===== src/sv/bba_pkg.sv =====
package bba_pkg;

	localparam int POOL_BYTES_DEF = 65536;
	localparam int MIN_BLOCK_DEF  = 64;

	// granule entry: bit 0 block start, bit 1 free, bits 6:2 log2 size in granules
	localparam int OW = 5;
	localparam int EW = 7;

	localparam logic [1:0] OPC_ALLOC   = 2'd0;
	localparam logic [1:0] OPC_FREE    = 2'd1;
	localparam logic [1:0] OPC_REALLOC = 2'd2;

	typedef enum logic [2:0] {
		ST_OK       = 3'd0,
		ST_LIMIT    = 3'd1,
		ST_NOPOOL   = 3'd2,
		ST_NOTFOUND = 3'd3,
		ST_NULL     = 3'd4
	} bba_st_t;

	typedef enum logic [4:0] {
		OP_NONE,
		OP_CLR,
		OP_LOAD,
		OP_FIND_RD,
		OP_KEEP,
		OP_SAME,
		OP_INIT,
		OP_SCAN_START,
		OP_SCAN_RD,
		OP_SCAN_EVAL,
		OP_SPLIT_LOAD,
		OP_GROW_START,
		OP_GROW_MARK,
		OP_SPLIT_STEP,
		OP_SPLIT_FIN,
		OP_REL_START,
		OP_REL_RD,
		OP_REL_CLR,
		OP_REL_MARK,
		OP_EMIT
	} bba_op_t;

	typedef struct packed {
		bba_op_t op;
		logic    set_st;
		bba_st_t st;
	} bba_cmd_t;

	typedef struct packed {
		logic [1:0] opcode;
		logic       has;
		logic       size_zero;
		logic       addr_ok;
		logic       lim_bad;
		logic       too_big;
		logic       heap_empty;
		logic       scan_end;
		logic       found;
		logic       ent_start;
		logic       ent_free;
		logic       ent_ord_eq;
		logic       ent_exact;
		logic       grow_bad;
		logic       grow_more;
		logic       split_more;
		logic       rel_top;
		logic       buddy_ok;
		logic       clr_last;
	} bba_stat_t;

endpackage


===== src/sv/bba_ctrl.sv =====
module bba_ctrl (
	input  logic               clk,
	input  logic               arst_n,
	input  logic               start,
	input  bba_pkg::bba_stat_t stat,
	output logic               busy,
	output bba_pkg::bba_cmd_t  cmd
);

	typedef enum logic [4:0] {
		S_CLEAR,
		S_IDLE,
		S_DECODE,
		S_FIND,
		S_SAME,
		S_ALLOC,
		S_SCAN_RD,
		S_SCAN_EV,
		S_SCAN_END,
		S_GROW,
		S_SPLIT,
		S_ALLOC_OK,
		S_REL_START,
		S_REL_CHK,
		S_REL_EV,
		S_REL_MARK,
		S_DONE
	} state_t;

	state_t st_q, nxt;

	always_comb begin
		nxt        = st_q;
		cmd.op     = bba_pkg::OP_NONE;
		cmd.set_st = 1'b0;
		cmd.st     = bba_pkg::ST_OK;
		unique case (st_q)
			S_CLEAR: begin
				cmd.op = bba_pkg::OP_CLR;
				if (stat.clr_last) nxt = S_IDLE;
			end
			S_IDLE: begin
				if (start) begin
					cmd.op = bba_pkg::OP_LOAD;
					nxt    = S_DECODE;
				end
			end
			S_DECODE: begin
				unique case (stat.opcode)
					bba_pkg::OPC_ALLOC: nxt = S_ALLOC;
					bba_pkg::OPC_FREE: begin
						if (stat.has && stat.addr_ok) begin
							cmd.op = bba_pkg::OP_FIND_RD;
							nxt    = S_FIND;
						end else begin
							cmd.set_st = 1'b1;
							cmd.st     = bba_pkg::ST_NOTFOUND;
							nxt        = S_DONE;
						end
					end
					bba_pkg::OPC_REALLOC: begin
						if (stat.size_zero) begin
							cmd.set_st = 1'b1;
							cmd.st     = bba_pkg::ST_NULL;
							if (stat.has && stat.addr_ok) begin
								cmd.op = bba_pkg::OP_FIND_RD;
								nxt    = S_FIND;
							end else begin
								nxt = S_DONE;
							end
						end else if (!stat.has) begin
							nxt = S_ALLOC;
						end else if (stat.addr_ok) begin
							cmd.op = bba_pkg::OP_FIND_RD;
							nxt    = S_FIND;
						end else begin
							cmd.set_st = 1'b1;
							cmd.st     = bba_pkg::ST_NOTFOUND;
							nxt        = S_DONE;
						end
					end
					default: begin
						cmd.set_st = 1'b1;
						cmd.st     = bba_pkg::ST_LIMIT;
						nxt        = S_DONE;
					end
				endcase
			end
			S_FIND: begin
				cmd.op = bba_pkg::OP_KEEP;
				if (stat.opcode == bba_pkg::OPC_FREE) begin
					cmd.set_st = 1'b1;
					if (stat.ent_start) begin
						cmd.st = bba_pkg::ST_OK;
						nxt    = S_REL_START;
					end else begin
						cmd.st = bba_pkg::ST_NOTFOUND;
						nxt    = S_DONE;
					end
				end else if (stat.size_zero) begin
					nxt = stat.ent_start ? S_REL_START : S_DONE;
				end else if (!stat.ent_start || stat.ent_free) begin
					cmd.set_st = 1'b1;
					cmd.st     = bba_pkg::ST_NOTFOUND;
					nxt        = S_DONE;
				end else if (stat.ent_ord_eq) begin
					nxt = S_SAME;
				end else begin
					nxt = S_ALLOC;
				end
			end
			S_SAME: begin
				cmd.op     = bba_pkg::OP_SAME;
				cmd.set_st = 1'b1;
				cmd.st     = bba_pkg::ST_OK;
				nxt        = S_DONE;
			end
			S_ALLOC: begin
				if (stat.lim_bad) begin
					cmd.set_st = 1'b1;
					cmd.st     = bba_pkg::ST_LIMIT;
					nxt        = S_DONE;
				end else if (stat.too_big) begin
					cmd.set_st = 1'b1;
					cmd.st     = bba_pkg::ST_NOPOOL;
					nxt        = S_DONE;
				end else if (stat.heap_empty) begin
					cmd.op     = bba_pkg::OP_INIT;
					cmd.set_st = 1'b1;
					cmd.st     = bba_pkg::ST_OK;
					nxt        = S_ALLOC_OK;
				end else begin
					cmd.op = bba_pkg::OP_SCAN_START;
					nxt    = S_SCAN_RD;
				end
			end
			S_SCAN_RD: begin
				if (stat.scan_end) begin
					nxt = S_SCAN_END;
				end else begin
					cmd.op = bba_pkg::OP_SCAN_RD;
					nxt    = S_SCAN_EV;
				end
			end
			S_SCAN_EV: begin
				cmd.op = bba_pkg::OP_SCAN_EVAL;
				nxt    = stat.ent_exact ? S_SCAN_END : S_SCAN_RD;
			end
			S_SCAN_END: begin
				if (stat.found) begin
					cmd.op = bba_pkg::OP_SPLIT_LOAD;
					nxt    = S_SPLIT;
				end else if (stat.grow_bad) begin
					cmd.set_st = 1'b1;
					cmd.st     = bba_pkg::ST_NOPOOL;
					nxt        = S_DONE;
				end else begin
					cmd.op = bba_pkg::OP_GROW_START;
					nxt    = S_GROW;
				end
			end
			S_GROW: begin
				if (stat.grow_more) cmd.op = bba_pkg::OP_GROW_MARK;
				else nxt = S_SPLIT;
			end
			S_SPLIT: begin
				if (stat.split_more) begin
					cmd.op = bba_pkg::OP_SPLIT_STEP;
				end else begin
					cmd.op     = bba_pkg::OP_SPLIT_FIN;
					cmd.set_st = 1'b1;
					cmd.st     = bba_pkg::ST_OK;
					nxt        = S_ALLOC_OK;
				end
			end
			S_ALLOC_OK: begin
				if (stat.opcode == bba_pkg::OPC_REALLOC && stat.has) nxt = S_REL_START;
				else nxt = S_DONE;
			end
			S_REL_START: begin
				cmd.op = bba_pkg::OP_REL_START;
				nxt    = S_REL_CHK;
			end
			S_REL_CHK: begin
				if (stat.rel_top) begin
					nxt = S_DONE;
				end else begin
					cmd.op = bba_pkg::OP_REL_RD;
					nxt    = S_REL_EV;
				end
			end
			S_REL_EV: begin
				if (stat.buddy_ok) begin
					cmd.op = bba_pkg::OP_REL_CLR;
					nxt    = S_REL_MARK;
				end else begin
					nxt = S_DONE;
				end
			end
			S_REL_MARK: begin
				cmd.op = bba_pkg::OP_REL_MARK;
				nxt    = S_REL_CHK;
			end
			S_DONE: begin
				cmd.op = bba_pkg::OP_EMIT;
				nxt    = S_IDLE;
			end
			default: nxt = S_IDLE;
		endcase
	end

	always_ff @(posedge clk or negedge arst_n) begin
		if (!arst_n) begin
			st_q <= S_CLEAR;
		end else begin
			st_q <= nxt;
		end
	end

	assign busy = (st_q != S_IDLE);

endmodule


===== config.mk =====
export PLATFORM = sky130hd
export DESIGN_NAME = bba_ctrl
export DESIGN_NICKNAME = d
export VERILOG_FILES = /design/src/sv/bba_pkg.sv /design/src/sv/bba_ctrl.sv
export SDC_FILE = /design/constraint.sdc
export NUM_CORES = 1
export LEC_CHECK = 0
export BUFFER_PORTS_ARGS = -buffer_cell sky130_fd_sc_hd__buf_2
export CORE_MARGIN = 10
export CORE_UTILIZATION = 34
export DETAILED_ROUTE_END_ITERATION = 6
export GPL_TIMING_DRIVEN = 0
export PLACE_DENSITY = 0.65
export SLEW_MARGIN = 20
export SYNTH_ARGS = -nofsm -noshare
export SYNTH_HDL_FRONTEND = slang
export SYNTH_SLANG_ARGS = --single-unit

===== constraint.sdc =====
create_clock -name clk -period 2.3 [get_ports clk]
set_input_delay 0.115 -clock clk [delete_from_list [all_inputs] [get_ports clk]]
set_output_delay 0.115 -clock clk [all_outputs]
set_load 0.01 [all_outputs]

=== After elaboration in Yosys (flattened, before gate mapping) ===
Index checks and enable logic that the tools add are counted.

* Register bits: 5
* Input port bits: 23
* Output and inout port bits: 10
* Word-level logic and storage cells: 88

* Equality and inequality tests: 23
* Mux-type cells: 56
* Reductions and logical operators: 8

{| class="wikitable"
|+ Operators by type and width
! operator !! number
|-
| $mux 5 || 21
|-
| $pmux 5 s16 || 1
|-
| $pmux 5 s15 || 1
|-
| $mux 4 || 18
|-
| $eq 5x4->1 const B || 8
|-
| $pmux 4 s6 || 1
|-
| $eq 5x3->1 const B || 4
|-
| $pmux 5 s3 || 1
|-
| $pmux 4 s3 || 1
|-
| $eq 5x2->1 const B || 2
|-
| $mux 2 || 5
|-
| $pmux 5 s2 || 1
|-
| $mux 9 || 1
|-
| $ne 2x2->1 const B || 4
|-
| $mux 3 || 2
|-
| $mux 6 || 1
|-
| $eq 5x1->1 const B || 1
|-
| $eq 5x5->1 const B || 1
|-
| $logic_not 5->1 || 1
|-
| $ne 5x1->1 const B || 1
|-
| $reduce_and 4->1 || 1
|-
| $eq 2x1->1 const B || 1
|-
| $eq 2x2->1 const B || 1
|-
| $logic_and 1x1->1 || 2
|-
| 5 further kinds || 6
|}

=== Depth between registers and ports, before layout ===
* Depth after elaboration: 6
* Depth in mapped cells: 8
* Gate-level depth less buffers: 7

=== Worst setup path before layout ===
No wires, ideal clock.

* Kind: reg-to-output
* From: reg st_q[0]
* To: out cmd[4] (netlist name)
* Arrival time: 1.687 ns
* Required time: 2.185 ns
* Setup slack: 0.498 ns
* Stages on the path, launching flop included: 7
* Path buffers: 2
* Cell sequence: dfrtp_1 -> buf_4 -> clkbuf_1 -> a32o_1 -> a22oi_1 -> nor2_1 -> or4_1

{| class="wikitable"
|+ RTL lines
! what !! RTL line !! RTL
|-
| from (decl) || bba_ctrl.sv:30 || <nowiki>state_t st_q, nxt;</nowiki>
|-
| from (signal assigned) || bba_ctrl.sv:216 || <nowiki>st_q <= nxt;</nowiki>
|-
| to (decl) || bba_ctrl.sv:7 || <nowiki>output bba_pkg::bba_cmd_t cmd</nowiki>
|}

==> impl_metrics.env <==
export IMPL_ant_nets=0
export IMPL_synth_fp_nets=197
export IMPL_grt_pass1_wl_um=6230
export IMPL_post_route_drc_count=0
export IMPL_tightest_slew_ns=0.495
export IMPL_register_area_um2=126
export IMPL_yosysTopAreaCellShare_pct=11.2
export IMPL_cts_root_buf="clkbuf_4"
export IMPL_coreArea_um2=3100
export IMPL_use_met1_pct=16.4
export IMPL_dr_pass1_iters=4
export IMPL_drt_total_wl_um=3940
export IMPL_cts_sinks=5
export IMPL_crit_fanout=19
export IMPL_ys_seq_area_share_pct=11.2
export IMPL_max_cap_violations=0
export IMPL_globalplace_congestion=0.958
export IMPL_startpoint_type="flop"
export IMPL_synth_area_leaders="dfrtp_1 11%, a21oi_1 7.2%, nor2b_1 5.6%"
export IMPL_grt_use_met2_pct=19.7
export IMPL_multi_input_area_um2=917
export IMPL_dr_total_vias=1431
export IMPL_netlist_top_cell_by_area="dfrtp_1"
export IMPL_ys_warn_count=0
export IMPL_path_class="reg -> out"
export IMPL_syn_inst=170
export IMPL_path_cells="buf_4 > nor2_2 > a32o_1 > a22oi_1 > nor2_1 > or4_1 > buf_2"
export IMPL_ir_drop_mv=0.309
export IMPL_cts_setup_buffers=0
export IMPL_cts_htree_levels=1
export IMPL_avgSynthCellArea_um2=6.55
export IMPL_place_hpwl_um=3200
export IMPL_max_slew_margin_pct=66.9
export IMPL_rsz0062_at_grt="false"
export IMPL_synthArstFlopShare_pct=100
export IMPL_power_density_nw_per_um2=900
export IMPL_met3_usage_pct=1.75
export IMPL_ys_types=48
export IMPL_gr_total_overflow=0
export IMPL_antenna_found_initial=0
export IMPL_io_pins=33
export IMPL_grt_start_max_net_pins=20
export IMPL_critPathSlowestCell="or4_1"
export IMPL_clkTransAtPathRegs_ns=0.04
export IMPL_whs_ns=0.214
export IMPL_hp_class="in -> async"
export IMPL_critPathRequiredTime_ns=2.18
export IMPL_nets=233
export IMPL_busiest_layer="met2"
export IMPL_cts_tree="yes"
export IMPL_top_register="st_q"
export IMPL_antenna_cells=0
export IMPL_endpoint_kind="output port"
export IMPL_synth_flop_cell="dfrtp_1"
export IMPL_max_freq_ghz=0.455
export IMPL_drive_above_1_share_pct=25.9
export IMPL_reg_largest_list="st_q: 5 flops"
export IMPL_netlist_area_um2=1110
export IMPL_die_height_um=77.2
export IMPL_die_width_um=77.2
export IMPL_vias_per_cell=5.75
export IMPL_wl_per_cell_um=15.8
export IMPL_clk_path_buf_depth=2
export IMPL_period_share_pct=95.6
export IMPL_synth_edff_count=0
export IMPL_slowest_delay_ns=0.51
export IMPL_largest_reg_flops=5
export IMPL_rows=20
export IMPL_grt_pass1_vias=1301
export IMPL_hold_viol=0
export IMPL_numPortBuffers=31
export IMPL_track_usage_pct=12.3
export IMPL_syn_to_final_growth_pct=22.5
export IMPL_period_needed_ns=2.20
export IMPL_insertion_delay_ns=0.24
export IMPL_initial_core_util_pct=35.9
export IMPL_p_leak_nw=0.600
export IMPL_skew_ns=0.00192
export IMPL_cp_arrival_ns=2.08
export IMPL_cts_buffers=3
export IMPL_die_area_um2=5960
export IMPL_run_status="finished, final reports clean"
export IMPL_setup_violations_final=0
export IMPL_n_fill_cell=357
export IMPL_drt_iter0_drc=176
export IMPL_final_max_slew_viol_count=0
export IMPL_ys_seq_elements=5
export IMPL_finalSetupTns_ns=0
-- critical path: cells and delay by family (launching register included) --
family          cells  cell delay (ns)
compound gates      2             0.39
buf+inv             2             0.41
flops               1             0.40
simple gates        3             0.64
-- stage by stage --
step | util, % | power (mW) | setup slack, ns | area [µm²] | std cells
after global routing | 44.0 | 1.34 | 0.0103 | 1360 | 249
after CTS | 43.7 | 1.22 | 0.0676 | 1360 | 249
after global placement | 42.7 | 1.13 | 0.206 | 1320 | 245
final | 44.0 | 1.23 | 0.102 | 1360 | 249
after detailed placement | 42.7 | 1.11 | 0.225 | 1320 | 245
after floorplan | - | 0.831 | 0.498 | 1110 | 170
-- final cells by class --
| type | instances | area share, % |
|---|---|---|
| Buffer | 10 | 4.31 |
| Clock buffer | 4 | 1.93 |
| Inverter | 4 | 1.10 |
| Multi-Input combinational cell | 150 | 67.2 |
| Sequential cell | 5 | 9.27 |
| Tap cell | 44 | 4.04 |
| Timing Repair Buffer | 32 | 12.1 |
-- Yosys cell counts (2+ instances only) --
cell and instances:
a21oi_1 16, a22oi_1 3, a31oi_1 4, and3_1 3
buf_2 3, buf_4 2, clkbuf_1 3, dfrtp_1 5
ha_1 4, inv_1 4, nand2_1 15, nand2b_1 5
nand3_1 7, nand3b_1 4, nand4_1 4, nor2_1 13
nor2_2 2, nor2b_1 10, nor3_1 6, nor3b_1 2
nor4_1 2, o211ai_1 5, o21a_1 2, o21ai_0 12
o22ai_1 2, o31ai_1 3, or2_2 3, or3_1 3
or4_1 4
-- cell usage in the layout (no fill, tap or decap), drive strengths merged, types with 4 or more instances in the layout --
master / n
nand2: 15
nand3b: 4
dfrtp: 5
nor2b: 10
o211ai: 5
or4: 4
nand4: 4
o21ai: 12
a31oi: 4
ha: 4
inv: 4
nor2: 15
a21oi: 16
clkbuf: 7
nand3: 7
nand2b: 6
nor3: 7
buf: 38
-- where the power goes --
group,total [mW],internal (mW),switching [mW]
Sequential,0.161,0.122,0.0391
Combinational,0.967,0.384,0.583
Clock,0.100,0.0655,0.0348
-- kinds of logic (layout without fill, tap and decap cells) --
kind of cell             Yosys count  in the layout  share of synthesized area, %
adder cells (fa/ha/maj)            4              4                          4.49
buffers and inverters             15             50                          6.85
flip-flops                         5              5                          11.2
AND/OR/NAND/NOR                   88             88                          43.8
multiplexers                       1              1                         0.899
AO/OA/AOI/OAI                     57             57                          32.7
-- final timing paths --
path | start | slack [ns] | cells past startpoint | to
max | st_q[0] | 0.10 | 7 | cmd[4]
min | arst_n | 0.21 | 2 | st_q[3]
max reg2reg | st_q[0] | 0.34 | 6 | st_q[0]
min reg2reg | st_q[0] | 0.79 | 3 | st_q[1]
max in group asynchronous | arst_n | 1.94 | 2 | st_q[2]
min in group clk | stat[13] | 0.23 | 3 | st_q[4]
-- routing by layer --
metal  vias to the layer above  share of wire (%)
li1                        710                  -
met1                       650                 45
met2                        67                 46
met3                         4                7.9
met4                         0               0.61
met5                         -                  0
-- repair_timing --
action | CTS | global route
setup endpoints to repair | 1 | 3
cloned | 0 | 0
endpoints found under the hold margin | 5 | 0
hold buffers | 1 | 0
gates resized for setup | 0 | 4
No activity file was read; power rests on OpenSTA's default activity.
